<file path="config.mk">
export PLATFORM = sky130hd
export DESIGN_NAME = twi_master_event_sequencer
export DESIGN_NICKNAME = d
export VERILOG_FILES = /design/src/design/tmes_pkg.sv /design/src/design/tmes_front.sv /design/src/design/tmes_queue.sv /design/src/design/tmes_back.sv /design/src/design/twi_master_event_sequencer.sv
export SDC_FILE = /design/constraint.sdc
export NUM_CORES = 1
export LEC_CHECK = 0
export BUFFER_PORTS_ARGS = -buffer_cell sky130_fd_sc_hd__buf_4
export CAP_MARGIN = 5
export CORE_UTILIZATION = 61
export DETAILED_ROUTE_END_ITERATION = 6
export PLACE_DENSITY = 0.84
export SLEW_MARGIN = 10
export SYNTH_ARGS = -nofsm -noshare
export SYNTH_HDL_FRONTEND = slang
export SYNTH_SLANG_ARGS = --single-unit
</file>
<file path="constraint.sdc">
create_clock -name clk -period 3.9 [get_ports clk]
set_input_delay 0.39 -clock clk [delete_from_list [all_inputs] [get_ports clk]]
set_output_delay 0.39 -clock clk [all_outputs]
set_load 0.01 [all_outputs]
</file>
<file path="src/design/tmes_pkg.sv">
`default_nettype none
package tmes_pkg;

  localparam logic [8:0] MAX_LEN = 9'd256;

  localparam logic [7:0] CB_INT_EN = 8'h80;
  localparam logic [7:0] CB_BUS_EN = 8'h40;
  localparam logic [7:0] CB_START  = 8'h20;
  localparam logic [7:0] CB_STOP   = 8'h10;
  localparam logic [7:0] CB_IFLAG  = 8'h08;
  localparam logic [7:0] CB_ACK    = 8'h04;

  localparam logic [7:0] SC_START     = 8'h08;
  localparam logic [7:0] SC_RSTART    = 8'h10;
  localparam logic [7:0] SC_ADDR_W_AK = 8'h18;
  localparam logic [7:0] SC_ADDR_W_NK = 8'h20;
  localparam logic [7:0] SC_DATA_W_AK = 8'h28;
  localparam logic [7:0] SC_DATA_W_NK = 8'h30;
  localparam logic [7:0] SC_ADDR_R_AK = 8'h40;
  localparam logic [7:0] SC_ADDR_R_NK = 8'h48;
  localparam logic [7:0] SC_DATA_R_AK = 8'h50;
  localparam logic [7:0] SC_DATA_R_NK = 8'h58;
  localparam logic [7:0] SC_ADDR2_W   = 8'hd0;

  typedef enum logic [2:0] {
    EV_START = 3'd1,
    EV_WRITE = 3'd2,
    EV_READ  = 3'd3,
    EV_RNACK = 3'd4,
    EV_NODEV = 3'd5,
    EV_ERROR = 3'd6
  } ev_class_t;

  // One classified request as it travels from the front to the back.
  typedef struct packed {
    logic       mode;
    logic [7:0] slave_addr;
    logic       read_dir;
    logic [8:0] length;
    ev_class_t  ev_class;
    logic [7:0] rx_byte;
    logic [7:0] tx_byte;
  } tmes_item_t;

  typedef struct packed {
    logic       ctrl_write;
    logic [7:0] ctrl_value;
    logic       data_write;
    logic [8:0] data_value;
    logic       rx_store;
    logic [7:0] rx_index;
    logic [7:0] rx_value;
    logic       msg_done;
    logic       msg_ok;
    logic       bus_reinit;
  } tmes_result_t;

  function automatic ev_class_t classify(input logic [7:0] code);
    ev_class_t c;
    case (code)
      SC_START, SC_RSTART:                     c = EV_START;
      SC_ADDR_W_AK, SC_DATA_W_AK, SC_ADDR2_W:  c = EV_WRITE;
      SC_ADDR_R_AK, SC_DATA_R_AK:              c = EV_READ;
      SC_DATA_R_NK:                            c = EV_RNACK;
      SC_ADDR_W_NK, SC_DATA_W_NK, SC_ADDR_R_NK: c = EV_NODEV;
      default:                                 c = EV_ERROR;
    endcase
    return c;
  endfunction

endpackage
`default_nettype wire

</file>
<file path="src/design/tmes_front.sv">
`default_nettype none
module tmes_front (
  input  wire logic                 in_valid,
  output logic                      in_ready,
  input  wire logic                 mode,
  input  wire logic [7:0]           slave_addr,
  input  wire logic                 read_dir,
  input  wire logic [8:0]           length,
  input  wire logic [7:0]           status_code,
  input  wire logic [7:0]           rx_byte,
  input  wire logic [7:0]           tx_byte,
  input  wire logic                 q_full,
  output logic                      push,
  output tmes_pkg::tmes_item_t      push_item
);
  import tmes_pkg::*;

  assign in_ready = !q_full;
  assign push     = in_valid && !q_full;

  always_comb begin
    push_item.mode       = mode;
    push_item.slave_addr = slave_addr;
    push_item.read_dir   = read_dir;
    push_item.length     = (length > MAX_LEN) ? MAX_LEN : length;
    push_item.ev_class   = classify(status_code);
    push_item.rx_byte    = rx_byte;
    push_item.tx_byte    = tx_byte;
  end

endmodule
`default_nettype wire

</file>
<file path="src/design/tmes_queue.sv">
`default_nettype none
module tmes_queue (
  input  wire logic                 clk,
  input  wire logic                 rst,
  input  wire logic                 push,
  input  wire tmes_pkg::tmes_item_t push_item,
  output logic                      full,
  input  wire logic                 pop,
  output logic                      q_valid,
  output tmes_pkg::tmes_item_t      q_item
);
  import tmes_pkg::*;

  tmes_item_t mem [2];
  logic       wr_ptr;
  logic       rd_ptr;
  logic [1:0] count;

  assign full    = (count == 2'd2);
  assign q_valid = (count != 2'd0);
  assign q_item  = mem[rd_ptr];

  always_ff @(posedge clk) begin
    if (push) begin
      mem[wr_ptr] <= push_item;
    end
  end

  always_ff @(posedge clk) begin
    if (rst) begin
      wr_ptr <= 1'b0;
      rd_ptr <= 1'b0;
      count  <= 2'd0;
    end else begin
      if (push) begin
        wr_ptr <= ~wr_ptr;
      end
      if (pop) begin
        rd_ptr <= ~rd_ptr;
      end
      case ({push, pop})
        2'b10:   count <= count + 2'd1;
        2'b01:   count <= count - 2'd1;
        default: count <= count;
      endcase
    end
  end

endmodule
`default_nettype wire

</file>
<file path="src/design/tmes_back.sv">
`default_nettype none
module tmes_back (
  input  wire logic                 clk,
  input  wire logic                 rst,
  input  wire logic                 q_valid,
  input  wire tmes_pkg::tmes_item_t q_item,
  output logic                      pop,
  output logic                      out_valid,
  input  wire logic                 out_ready,
  output tmes_pkg::tmes_result_t    result
);
  import tmes_pkg::*;

  logic [7:0]   control_bits, control_bits_next;
  logic [8:0]   address_byte, address_byte_next;
  logic [8:0]   bytes_left, bytes_left_next;
  logic [7:0]   byte_position, byte_position_next;
  logic         first_read_pending, first_read_pending_next;
  tmes_result_t r;
  logic         stop;

  // The output register frees itself in the same cycle it is taken.
  assign pop = q_valid && (!out_valid || out_ready);

  always_comb begin
    control_bits_next       = control_bits;
    address_byte_next       = address_byte;
    bytes_left_next         = bytes_left;
    byte_position_next      = byte_position;
    first_read_pending_next = first_read_pending;
    r    = '0;
    stop = 1'b0;
    if (!q_item.mode) begin
      bytes_left_next         = q_item.length;
      byte_position_next      = 8'd0;
      first_read_pending_next = 1'b1;
      control_bits_next       = control_bits | CB_INT_EN;
      address_byte_next       = {q_item.slave_addr, q_item.read_dir};
      r.ctrl_write            = 1'b1;
      r.ctrl_value            = control_bits_next | CB_START;
    end else begin
      case (q_item.ev_class)
        EV_START: begin
          control_bits_next = control_bits & ~CB_IFLAG;
          r.data_write      = 1'b1;
          r.data_value      = address_byte;
          r.ctrl_write      = 1'b1;
          r.ctrl_value      = control_bits_next;
        end
        EV_WRITE: begin
          if (bytes_left == 9'd0) begin
            stop     = 1'b1;
            r.msg_ok = 1'b1;
          end else begin
            control_bits_next  = control_bits & ~CB_IFLAG;
            r.data_write       = 1'b1;
            r.data_value       = {1'b0, q_item.tx_byte};
            r.ctrl_write       = 1'b1;
            r.ctrl_value       = control_bits_next;
            byte_position_next = byte_position + 8'd1;
            bytes_left_next    = bytes_left - 9'd1;
          end
        end
        EV_READ: begin
          if (first_read_pending) begin
            // ACK goes out once and is not kept in the control bits.
            r.ctrl_write            = 1'b1;
            r.ctrl_value            = control_bits | CB_ACK;
            first_read_pending_next = 1'b0;
          end else if (bytes_left == 9'd0) begin
            stop     = 1'b1;
            r.msg_ok = 1'b1;
          end else begin
            control_bits_next  = control_bits & ~CB_IFLAG;
            r.rx_store         = 1'b1;
            r.rx_index         = byte_position;
            r.rx_value         = q_item.rx_byte;
            r.ctrl_write       = 1'b1;
            r.ctrl_value       = control_bits_next;
            byte_position_next = byte_position + 8'd1;
            bytes_left_next    = bytes_left - 9'd1;
          end
        end
        EV_RNACK: begin
          stop     = 1'b1;
          r.msg_ok = 1'b1;
        end
        EV_NODEV: begin
          stop = 1'b1;
        end
        default: begin
          control_bits_next = control_bits | CB_BUS_EN;
          stop              = 1'b1;
          r.bus_reinit      = 1'b1;
        end
      endcase
      if (stop) begin
        r.ctrl_write = 1'b1;
        r.ctrl_value = control_bits_next | CB_STOP;
        r.msg_done   = 1'b1;
      end
    end
  end

  always_ff @(posedge clk) begin
    if (rst) begin
      control_bits       <= CB_BUS_EN;
      address_byte       <= 9'd0;
      bytes_left         <= 9'd0;
      byte_position      <= 8'd0;
      first_read_pending <= 1'b0;
      out_valid          <= 1'b0;
    end else begin
      if (pop) begin
        control_bits       <= control_bits_next;
        address_byte       <= address_byte_next;
        bytes_left         <= bytes_left_next;
        byte_position      <= byte_position_next;
        first_read_pending <= first_read_pending_next;
        out_valid          <= 1'b1;
      end else if (out_ready) begin
        out_valid <= 1'b0;
      end
    end
  end

  always_ff @(posedge clk) begin
    if (pop) begin
      result <= r;
    end
  end

endmodule
`default_nettype wire

</file>
<file path="src/design/twi_master_event_sequencer.sv">
// Channel | Handshake            | Payload
// input   | in_valid / in_ready  | mode, slave_addr, read_dir, length, status_code,
//         |                      | rx_byte, tx_byte
// output  | out_valid / out_ready| ctrl_write .. bus_reinit, one result per request
//
// One request per cycle is taken while the queue has room; each result passes through
// a queue entry and then the output register.
// The front classifies the status code and clamps the length into a two-entry queue.
// The back updates the message state and loads the output register in the same cycle.
// Reset (rst, synchronous) empties the queue and restores the message state.
// A stalled output holds the back; the queue keeps the input open for two more requests.
`default_nettype none
module twi_master_event_sequencer (
  input  wire logic       clk,
  input  wire logic       rst,
  input  wire logic       in_valid,
  output logic            in_ready,
  input  wire logic       mode,
  input  wire logic [7:0] slave_addr,
  input  wire logic       read_dir,
  input  wire logic [8:0] length,
  input  wire logic [7:0] status_code,
  input  wire logic [7:0] rx_byte,
  input  wire logic [7:0] tx_byte,
  output logic            out_valid,
  input  wire logic       out_ready,
  output logic            ctrl_write,
  output logic [7:0]      ctrl_value,
  output logic            data_write,
  output logic [8:0]      data_value,
  output logic            rx_store,
  output logic [7:0]      rx_index,
  output logic [7:0]      rx_value,
  output logic            msg_done,
  output logic            msg_ok,
  output logic            bus_reinit
);
  import tmes_pkg::*;

  logic         q_full;
  logic         push;
  tmes_item_t   push_item;
  logic         pop;
  logic         q_valid;
  tmes_item_t   q_item;
  tmes_result_t result;

  tmes_front u_front (
    .in_valid    (in_valid),
    .in_ready    (in_ready),
    .mode        (mode),
    .slave_addr  (slave_addr),
    .read_dir    (read_dir),
    .length      (length),
    .status_code (status_code),
    .rx_byte     (rx_byte),
    .tx_byte     (tx_byte),
    .q_full      (q_full),
    .push        (push),
    .push_item   (push_item)
  );

  tmes_queue u_queue (
    .clk       (clk),
    .rst       (rst),
    .push      (push),
    .push_item (push_item),
    .full      (q_full),
    .pop       (pop),
    .q_valid   (q_valid),
    .q_item    (q_item)
  );

  tmes_back u_back (
    .clk       (clk),
    .rst       (rst),
    .q_valid   (q_valid),
    .q_item    (q_item),
    .pop       (pop),
    .out_valid (out_valid),
    .out_ready (out_ready),
    .result    (result)
  );

  assign ctrl_write = result.ctrl_write;
  assign ctrl_value = result.ctrl_value;
  assign data_write = result.data_write;
  assign data_value = result.data_value;
  assign rx_store   = result.rx_store;
  assign rx_index   = result.rx_index;
  assign rx_value   = result.rx_value;
  assign msg_done   = result.msg_done;
  assign msg_ok     = result.msg_ok;
  assign bus_reinit = result.bus_reinit;

endmodule
`default_nettype wire

</file>
==> results of run 1 <==
[registers in the layout (all words and copies together) (netlist names), named ones only]
register                   cells
u_back.address_byte            9
u_back.byte_position           8
u_back.bytes_left              9
u_back.control_bits            3
u_back.first_read_pending      1
u_back.out_valid               1
u_back.result                 36
u_queue.count                  2
u_queue.mem                   76
u_queue.rd_ptr                 1
u_queue.wr_ptr                 1
[routing by layer]
| layer | part of all wire | routed length, um | vias up | track usage |
|---|---|---|---|---|
| met3 | 0.067 | 821 | 32 | 0.0677 |
| met1 | 0.40 | 4910 | 1923 | 0.308 |
| met5 | 0 | 0 | - | 0 |
| met4 | 0.030 | 371 | 0 | 0.143 |
| met2 | 0.50 | 6080 | 198 | 0.417 |
| li1 | - | - | 1887 | - |
[layout by cell type, fill, tap and decap left out, types with 3 or more instances in the layout]
cell and instances:
mux2i_1 25, clkinv_2 3, buf_4 89, o21ai_1 7, xor2_1 3, a21oi_1 26
inv_1 11, clkinvlp_4 4, nand2b_1 3, and2_1 13, nor2b_1 9, o21ai_0 14
and3_1 4, nand3_1 9, a211oi_1 11, or3_1 9, nand2_1 17, a22oi_1 8
conb_1 3, nor2_1 54, nand4_1 4, dfxtp_1 35, edfxtp_1 112, clkbuf_16 16
nor3_1 5, ha_1 4, mux2_2 11, xnor2_1 4
[worst max-delay path: stages, from the launching register on]
cell     delay, ps
dfxtp_2        760
mux2_2         520
nor3_2          60
buf_4          220
a31oi_4        500
a21oi_1         90
o221a_2        290
[synthesized netlist by cell type (2+ instances only)]
cell and n:
buf_2 6, a31oi_1 2, nor4_1 2, or3_1 9, buf_4 3, mux2_2 11, a22oi_1 8, nand2b_1 3
mux2i_1 25, o21ai_1 7, a21oi_1 26, nor2b_1 9, ha_1 4, inv_1 12, nand4_1 4, edfxtp_1 112
clkbuf_1 9, o21ai_0 14, a32oi_1 2, nand2_1 17, xnor2_1 4, a211oi_1 11, conb_1 2, nor3b_1 2
buf_6 2, nand3_1 9, and2_1 13, o22ai_1 2, nor3_1 5, xor2_1 3, a21o_1 2, and3_1 5
nor2_1 55, dfxtp_1 36
[cell families after synthesis]
logic type	synth area share
AND/OR/NAND/NOR	0.123
adder cells (fa/ha/maj)	0.00821
buffers and inverters	0.0289
XOR/XNOR	0.0101
AO/OA/AOI/OAI	0.0946
multiplexers	0.0636
other	0.00123
flip-flops	0.670
[power groups by stage]
stage	Combinational (mW)	Sequential (mW)	Clock, mW
4_1_cts	1.62	2.34	1.56
2_1_floorplan	1.07	2.36	0
6_report	1.63	2.35	1.56
3_5_place_dp	1.59	2.37	0
5_1_grt	1.76	2.38	1.63
3_3_place_gp	1.54	2.36	0
[how the worst max path moves through the flow]
stage	endpoint	slack, ps	cells after the start
after floorplan	u_queue.mem[0][0]	1150	3
after global placement	u_back.result[12]	1450	6
after detailed placement	u_back.result[12]	1370	6
after CTS	u_back.result[18]	1340	6
after global routing	u_back.byte_position[7]	1160	6
final	u_back.bytes_left[0]	1320	6
[through the flow]
| stage | power [mW] | hold slack (ps) | instances |
|---|---|---|---|
| 2_1_floorplan | 3.43 | 420 | 464 |
| 3_3_place_gp | 3.90 | 430 | 664 |
| 3_5_place_dp | 3.96 | 439 | 664 |
| 4_1_cts | 5.53 | 24.7 | 696 |
| 5_1_grt | 5.78 | 19.6 | 696 |
| 6_report | 5.53 | 45.3 | 696 |
[area by class of cell]
type	instances	area [sq um]	share of cell area
clock buffers	20	435	0.0590
repair buffers	89	668	0.0905
clock inverters	12	131	0.0178
inverters	13	48.8	0.00661
multi-input cells	281	1850	0.250
flip-flops and latches	148	4090	0.553
well taps	133	166	0.0225
==> metrics.md, run 1 <==
| Metric | Value |
|---|---|
| Port bufs | `85` |
| Htree depth | `4` |
| Clock root buffer | `clkbuf_8` |
| EDFF count, synth | `112` |
| Sequential power share | `0.424` |
| Share of Yosys cell area claimed by the top area cell type | `0.552` |
| Starting Density | `0.626` |
| Post-CTS Hold Buffers | `0` |
| Area leader, netlist | `edfxtp_1` |
| #FFs+latches synth | `148` |
| DR iter-0 viols | `between 200 and 250` |
| Clock sink total | `~150` |
| Startpoint type of the worst setup path | `register` |
| Internal power | `roughly 3.7 mW` |
| Post-synth ARST share | `0` |
| Die area | `between 10000 and 15000 sq um` |
| Core Region | `9730 sq um` |
| CTS tree | `yes` |
| Clk_skew | `approximately 8.3 ps` |
| Syn. warnings | `0` |
| Hold Path Sink | `u_queue.mem[1][3]` |
| Arrival time worst endpoint | `roughly 3000 ps` |
| Via count | `4040` |
| P_leak | `roughly 2.7 nW` |
| Final WL | `12200 um` |
| Unrepaired setup endpoints after global routing | `false` |
| Final net count | `roughly 600` |
| Syn Inst Count | `about 460` |
| DP Worst Slack | `about 1400 ps` |
| Finished Cell Area | `7380 sq um` |
| Via density | `5.80` |
| CTS clock-pin slew for the worst setup and hold paths | `roughly 70 ps` |
| Hpwl dp | `between 7000 and 8000 um` |
| Min-delay src | `tx_byte[3]` |
| Achievable frequency | `387 MHz` |
| # fillers | `slightly above 600` |
| Worst R2R End | `u_back.bytes_left[0]` |
| Net Sw Power | `around 1.8 mW` |
| Clock power frac | `0.281` |
| Avg WL per Cell | `~18 um` |
| Synth cell types | `just over 60` |
| Fin. Hold Viols | `0` |
| Final ANT Viol Nets | `0` |
| Setup slack after layout | `roughly 1300 ps` |
| Post-synthesis sequential area ratio | `0.670` |
| Max IR drop VDD | `about 0.00044 V` |
| Maxcap violations | `0` |
| Max transition margin | `0.278` |
| Kind of critical path | `reg -> reg` |
| # IOs | `a little under 90` |
| Fin crit period | `2580 ps` |
| Deepest clock path buffer count | `2` |
| Die Span Y | `a little over 100 um` |
| Worst-Margin Slew | `~1100 ps` |
| FP Rows | `36` |
| Clk_lat worst skew | `530 ps` |
| Synthesized area per cell | `about 13 sq um` |
| Worst Setup End Kind | `register` |
| Grt ovf | `0` |
| CTS Buf Count | `17` |
| Endpoints failing setup | `0` |
| Synth top area cells | `edfxtp_1 55%, dfxtp_1 12%, mux2i_1 4.1%, nor2_1 3.4%, a21oi_1 2.1%` |
| Resized cells post-CTS | `0` |
| Worst endpoint required time | `between 4000 and 5000 ps` |
| Sw Ratio | `0.329` |
| Post-CTS Repair Setup Buffers | `0` |
| Worst reg2reg path depth | `6` |
| Post-Syn Area | `just over 6000 sq um` |
| First-pass GRT wire length | `19100 um` |
| GRT Overall Usage | `0.254` |
| Number of global-route vias before repair | `roughly 3900` |
| Status | `finished, final reports clean` |
| Tcrit/Tclk final | `0.662` |
| GPL Wtd Cong | `0.887` |
| Initial antenna violation count | `0` |
| Residual DRC | `0` |
| Hold Path Stages | `1` |
| Sum Neg Setup Slack | `0 ps` |
| Chip Width | `between 100 and 150 um` |
| Critical path peak fanout | `26` |
| HP Class | `in -> reg` |
| Fin util | `0.759` |
| Area Overhead vs Synth | `21.1%` |
| Comb power frac | `0.295` |
| R2R Setup Slk | `between 1000 and 1500 ps` |
| Antenna cells | `0` |
| Pin count of the biggest net entering global routing | `39` |
| PD cells | `750 nW/um^2` |
| Cell area after placement | `between 6000 and 7000 sq um` |
| Synth Flop Type | `edfxtp_1` |
| Fraction of layout instances using a drive strength above 1 | `0.258` |
| Drt pass-1 iters | `6` |
| Slew Viols, Final | `0` |
No activity file was read; power rests on OpenSTA's default activity.
==> inputs of run 2 (changes only) <==
--- a/config.mk
+++ b/config.mk
@@ -5,11 +5,12 @@
 export SDC_FILE = /design/constraint.sdc
 export NUM_CORES = 1
 export LEC_CHECK = 0
+export ABC_AREA = 1
 export BUFFER_PORTS_ARGS = -buffer_cell sky130_fd_sc_hd__buf_4
 export CAP_MARGIN = 5
-export CORE_UTILIZATION = 61
+export CORE_UTILIZATION = 51
 export DETAILED_ROUTE_END_ITERATION = 6
-export PLACE_DENSITY = 0.84
+export PLACE_DENSITY = 0.75
 export SLEW_MARGIN = 10
 export SYNTH_ARGS = -nofsm -noshare
 export SYNTH_HDL_FRONTEND = slang
==> constraint.sdc (replaced) <==
create_clock -name clk -period 2.35 [get_ports clk]
set_input_delay 0.235 -clock clk [delete_from_list [all_inputs] [get_ports clk]]
set_output_delay 0.235 -clock clk [all_outputs]
set_load 0.01 [all_outputs]
==> metrics.md, run 2 <==
| Metric | Value |
|---|---|
| Clk_skew | `6.73 ps` |
| Area Overhead vs Synth | `24.8%` |
| Port bufs | `85` |
| Tcrit/Tclk final | `0.789` |
| Fin. Hold Viols | `0` |
| CTS Buf Count | `17` |
| Clock sink total | `approximately 150` |
| Fin crit period | `roughly 1900 ps` |
| Leading cell type in the layout, fill and taps excluded | `nand2_1` |
| Max IR drop VDD | `just under 0.0006 V` |
| Largest register FFs | `76` |
| DP Worst Slack | `550 ps` |
| Endpoints failing setup | `0` |
| Synthesized area per cell | `~10 sq um` |
| Drt pass-1 iters | `5` |
| Share of Yosys cell area claimed by the top area cell type | `0.535` |
| DR iter-0 viols | `around 330` |
| CTS clock-pin slew for the worst setup and hold paths | `60 ps` |
| Die Span Y | `113 um` |
| FP Rows | `40` |
| Setup slack after layout | `slightly below 500 ps` |
| P_leak | `about 3.2 nW` |
| Most flop-heavy register | `u_queue.mem` |
| Most instantiated cells after synthesis | `154 x nand2_1, 112 x edfxtp_1, 71 x nor2_1` |
| Sw Ratio | `0.348` |
| Syn Inst Count | `roughly 610` |
| Post-synth ARST share | `0` |
| Core Region | `between 10000 and 15000 sq um` |
| Comb power frac | `0.329` |
| Count leader, synth | `nand2_1` |
| CTS tree | `yes` |
| Worst endpoint required time | `approximately 2700 ps` |
| Clk_lat worst skew | `~420 ps` |
| Fin util | `0.653` |
| Met3 usage | `0.0461` |
| Grt ovf | `0` |
| Clock root buffer | `clkbuf_16` |
| First-pass GRT wire length | `about 20000 um` |
| Cell area after placement | `7030 sq um` |
| Synth top area cells | `edfxtp_1 54%, dfxtp_1 11%, nand2_1 9.2%, nor2_1 4.2%, inv_1 3.3%` |
| Avg WL per Cell | `14.2 um` |
| Achievable frequency | `roughly 540 MHz` |
| Top Usage Layer GRT | `met2` |
| Initial antenna violation count | `0` |
| Synth cell types | `38` |
| Area leader, netlist | `edfxtp_1` |
| Sequential power share | `0.404` |
| Deepest clock path buffer count | `2` |
| Critical path peak fanout | `22` |
| Sum Neg Setup Slack | `0 ps` |
| Final WL | `about 13000 um` |
| Chip Width | `113 um` |
| Maxcap violations | `0` |
| Number of global-route vias before repair | `4448` |
| GPL Wtd Cong | `approximately 0.85` |
| Antenna cells | `0` |
| Synth Flop Type | `edfxtp_1` |
| #FFs+latches synth | `~150` |
| Post-Syn Area | `6280 sq um` |
| Worst Setup End Kind | `register` |
| EDFF count, synth | `around 110` |
| # IOs | `88` |
| Clock power frac | `0.267` |
| Pin count of the biggest net entering global routing | `40` |
| Startpoint type of the worst setup path | `register` |
| M2 GR Usage | `0.370` |
| Biggest regs | `u_queue.mem (76), u_back.result (36)` |
| Htree depth | `4` |
| Met1 Resource Use GR | `0.243` |
| Syn. warnings | `0` |
| Post-CTS Repair Setup Buffers | `0` |
| Most frequent cells in the layout | `154 x nand2_1, 112 x edfxtp_1, 96 x buf_4, 69 x nor2_1, 55 x inv_1` |
| Die area | `between 10000 and 15000 sq um` |
| Max transition margin | `0.634` |
| Worst-Margin Slew | `about 550 ps` |
| Internal power | `6.27 mW` |
| Via count | `4599` |
| Post-synthesis sequential area ratio | `0.650` |
| HP Class | `in -> reg` |
| Via density | `around 5.2` |
| Finished Cell Area | `roughly 8000 sq um` |
| Fraction of layout instances using a drive strength above 1 | `0.200` |
| Slew Viols, Final | `0` |
| GRT Overall Usage | `0.208` |
| Resized cells post-CTS | `0` |
| Net Sw Power | `approximately 3.3 mW` |
| Hpwl dp | `8220 um` |
| Final net count | `~780` |
| Final ANT Viol Nets | `0` |
| Unrepaired setup endpoints after global routing | `false` |
| Residual DRC | `0` |
| PD cells | `~1200 nW/um^2` |
| Kind of critical path | `reg -> reg` |
| Arrival time worst endpoint | `between 2000 and 2500 ps` |
| Starting Density | `0.523` |
| Status | `finished, final reports clean` |
## run 2: cell count changes after synthesis, moves of 11 or more
cell	previous run	this run
mux2_2	11	0
mux2i_1	25	0
inv_1	12	55
o21ai_0	14	25
a211oi_1	11	0
nor2_1	55	71
nand2_1	17	154
nand3_1	9	36
and2_1	13	0
## run 2: per-layer routing
layer  wire length [um]  vias up
met4                133        0
met2               6480      143
met1               5310     2165
met5                  0        -
met3                690       10
li1                   -     2281
## run 2: through the flow
step                instances  hold slack [ps]  total power, mW
detailed placement        831              423             7.04
global route              887             1.65             10.2
global placement          831              420             6.95
floorplan                 614              334             6.02
finish                    887             10.3             9.61
CTS                       887             2.43             9.65
## run 2: cells by family (layout without fill, tap and decap cells)
logic type	count (synthesis)	after routing	synth area share
simple gates	290	290	0.200
flops	148	148	0.650
buf+inv	84	210	0.0622
fa+ha+maj	4	4	0.00797
xor+xnor	4	4	0.00558
compound gates	81	81	0.0725
other cells	2	3	0.00120
## run 2: final timing paths
check | start | to | slack, ps | cells past startpoint
hold reg to reg | u_back.control_bits[3] | u_back.control_bits[3] | 450 | 2
hold / removal | slave_addr[6] | u_queue.mem[0][35] | 10 | 1
setup reg to reg | u_queue.count[0] | u_back.byte_position[7] | 500 | 8
setup / recovery | u_queue.count[0] | u_back.byte_position[7] | 500 | 8
## run 2: cell type report
cell class	instances	area, sq um
fill	919	4170
sequential	148	4080
multi-input combinational	382	1830
timing repair buffer	120	961
clock buffer	19	433
inverter	58	218
tap	147	184
clock inverter	13	133
## run 2: worst max-delay path, cell delays in order (launching register included)
cell and delay [ps]:
dfxtp_1 420, nor2_2 100, nor2_8 350, nand3_2 160, nor2_4 160, nand2_4 170, nand2_4 210, nand2_1 70
a21oi_1 140
## run 2: power groups by stage
stage	Combinational [mW]	Clock [mW]	Sequential (mW)
5_1_grt	3.50	2.71	3.94
3_3_place_gp	3.04	0	3.90
6_report	3.17	2.56	3.88
3_5_place_dp	3.11	0	3.93
2_1_floorplan	2.00	0	4.01
4_1_cts	3.16	2.61	3.88
## run 2: what timing repair did
action | 4_1_cts | 5_1_grt
hold buffers | 24 | 0
hold endpoints to repair | 48 | 0
setup endpoints to repair | 0 | 0
==> inputs of run 3 (changes only) <==
--- a/config.mk
+++ b/config.mk
@@ -5,12 +5,12 @@
 export SDC_FILE = /design/constraint.sdc
 export NUM_CORES = 1
 export LEC_CHECK = 0
-export ABC_AREA = 1
+export ABC_AREA = 0
 export BUFFER_PORTS_ARGS = -buffer_cell sky130_fd_sc_hd__buf_4
 export CAP_MARGIN = 5
-export CORE_UTILIZATION = 51
+export CORE_UTILIZATION = 57
 export DETAILED_ROUTE_END_ITERATION = 6
-export PLACE_DENSITY = 0.75
+export PLACE_DENSITY = 0.8
 export SLEW_MARGIN = 10
 export SYNTH_ARGS = -nofsm -noshare
 export SYNTH_HDL_FRONTEND = slang
==> constraint.sdc (replaced) <==
create_clock -name clk -period 1.8 [get_ports clk]
set_input_delay 0.18 -clock clk [delete_from_list [all_inputs] [get_ports clk]]
set_output_delay 0.18 -clock clk [all_outputs]
set_load 0.01 [all_outputs]
==> metrics.md, run 3 (synthesis gave the netlist of run 1 again) <==
| Metric | Value |
|---|---|
| Final WL | `roughly 15000 um` |
| Net Sw Power | `between 4 and 5 mW` |
| Clock sink total | `148` |
| Fraction of layout instances using a drive strength above 1 | `0.358` |
| Failing checks | `hold timing, setup timing` |
| Achievable frequency | `~540 MHz` |
| Tot Pwr | `between 10 and 15 mW` |
| Chip Width | `105 um` |
| Fin crit period | `1860 ps` |
| Worst Setup End Kind | `register` |
| Clock power frac | `0.253` |
| Sequential power share | `0.375` |
| Slew Viols, Final | `0` |
| Startpoint type of the worst setup path | `register` |
| GPL Wtd Cong | `between 0.8 and 0.9` |
| CTS clock-pin slew for the worst setup and hold paths | `60 ps` |
| Internal power | `between 8 and 9 mW` |
| Hpwl dp | `about 8000 um` |
| Setup slack after layout | `-57.3 ps` |
| Biggest regs | `u_queue.mem (76), u_back.result (36)` |
| Endpoints failing setup | `7` |
| Register area | `around 4100 sq um` |
| Most flop-heavy register | `u_queue.mem` |
| Maxcap violations | `0` |
| HP Class | `in -> reg` |
| Grt ovf | `0` |
| Residual DRC | `0` |
| Kind of critical path | `reg -> reg` |
| Clock root buffer | `clkbuf_8` |
| Starting Density | `0.590` |
| Largest register FFs | `76` |
| Die Span Y | `between 100 and 150 um` |
| Area Overhead vs Synth | `37.9%` |
| DP Worst Slack | `-62.1 ps` |
| Tcrit/Tclk final | `1.03` |
| Hold_ws | `-24.9 ps` |
| Core Region | `slightly above 10000 sq um` |
| Initial antenna violation count | `0` |
| Via density | `a little under 6` |
| Worst endpoint required time | `2170 ps` |
| Most frequent cells in the layout | `116 x buf_4, 112 x edfxtp_1, 53 x nor2_1, 36 x dlygate4sd3_1, 28 x dfxtp_1` |
| Pin count of the biggest net entering global routing | `39` |
| Comb power frac | `0.372` |
| P_leak | `roughly 3.1 nW` |
| # fillers | `527` |
| GRT Overall Usage | `0.264` |
| Sw Ratio | `0.335` |
| Number of global-route vias before repair | `roughly 4500` |
| Clk_skew | `8.41 ps` |
| PD cells | `between 1500 and 2000 nW/um^2` |
| Leading cell type in the layout, fill and taps excluded | `buf_4` |
| First-pass GRT wire length | `approximately 22000 um` |
| Status | `finished with violations` |
| Arrival time worst endpoint | `~2200 ps` |
| Multi-input gate area | `~2100 sq um` |
| Final net count | `approximately 680` |
| # IOs | `just under 90` |
| Unrepaired setup endpoints after global routing | `true` |
| FP Rows | `37` |
| Clk_lat worst skew | `about 540 ps` |
| DR iter-0 viols | `around 310` |
| Critical path peak fanout | `10` |
| Antenna cells | `0` |
| Via count | `4555` |
| Avg WL per Cell | `19.0 um` |
| CTS Buf Count | `17` |
| Deepest clock path buffer count | `2` |
| Port bufs | `85` |
| CTS tree | `yes` |
| Final ANT Viol Nets | `0` |
| Htree depth | `4` |
| Drt pass-1 iters | `5` |
| Fin. Hold Viols | `2` |
| Max IR drop VDD | `roughly 0.00091 V` |
| Die area | `roughly 11000 sq um` |
run 3: final timing paths:
| check | startpoint | depth (start not counted) | endpoint | slack (ps) |
|---|---|---|---|---|
| max reg2reg | register | 6 | u_back.result[24] | -60 |
| max | register | 6 | u_back.result[24] | -60 |
| min | status_code[2] | 2 | u_queue.mem[0][18] | -20 |
| min reg2reg | u_back.control_bits[3] | 2 | u_back.control_bits[3] | 450 |
run 3: through the flow:
stage                     utilization  instances  area (sq um)  TNS (ps)
after floorplan                     -        464          6150     -3800
after global placement          0.687        693          7100         0
after detailed placement        0.687        693          7100      -566
after CTS                       0.787        765          8120         0
after global routing            0.814        776          8410     -1480
final                           0.814        776          8410      -117
run 3: critical path: stages (launching register included):
cell and delay [ps]:
dfxtp_4 380, clkbuf_16 170, o32ai_1 360, buf_4 210, and2_2 280, a22oi_1 120, nor2_1 160
run 3: cell type report:
type / count / area share
Clock inverter: 11 / 0.0134
Inverter: 13 / 0.00655
Clock buffer: 21 / 0.0560
Sequential cell: 148 / 0.488
Multi-Input combinational cell: 282 / 0.248
Timing Repair Buffer: 165 / 0.169
Tap cell: 136 / 0.0202
run 3: repair_timing:
| action | 4_1_cts | 5_1_grt |
|---|---|---|
| setup buffers | 2 | 11 |
| endpoints found under the hold margin | 67 | 0 |
| cloned | 1 | 1 |
| resized for setup | 10 | 47 |
| pin swaps | 3 | 13 |
| hold buffers | 37 | 0 |
| endpoints found under the setup margin | 26 | 42 |
run 3: metal layers:
layer | track usage | wire, um | vias to the layer above
met5 | 0 | 0 | -
met4 | 0.113 | 474 | 0
met3 | 0.0724 | 946 | 50
met2 | 0.452 | 7620 | 240
met1 | 0.312 | 5700 | 2218
li1 | - | - | 2047
run 3: power groups by stage:
stage,clock (mW),combinational (mW),sequential (mW)
floorplan,0,2.39,5.13
global placement,0,3.96,5.02
detailed placement,0,4.09,5.06
CTS,3.41,4.37,5.01
global route,3.59,5.35,5.13
finish,3.42,5.02,5.06
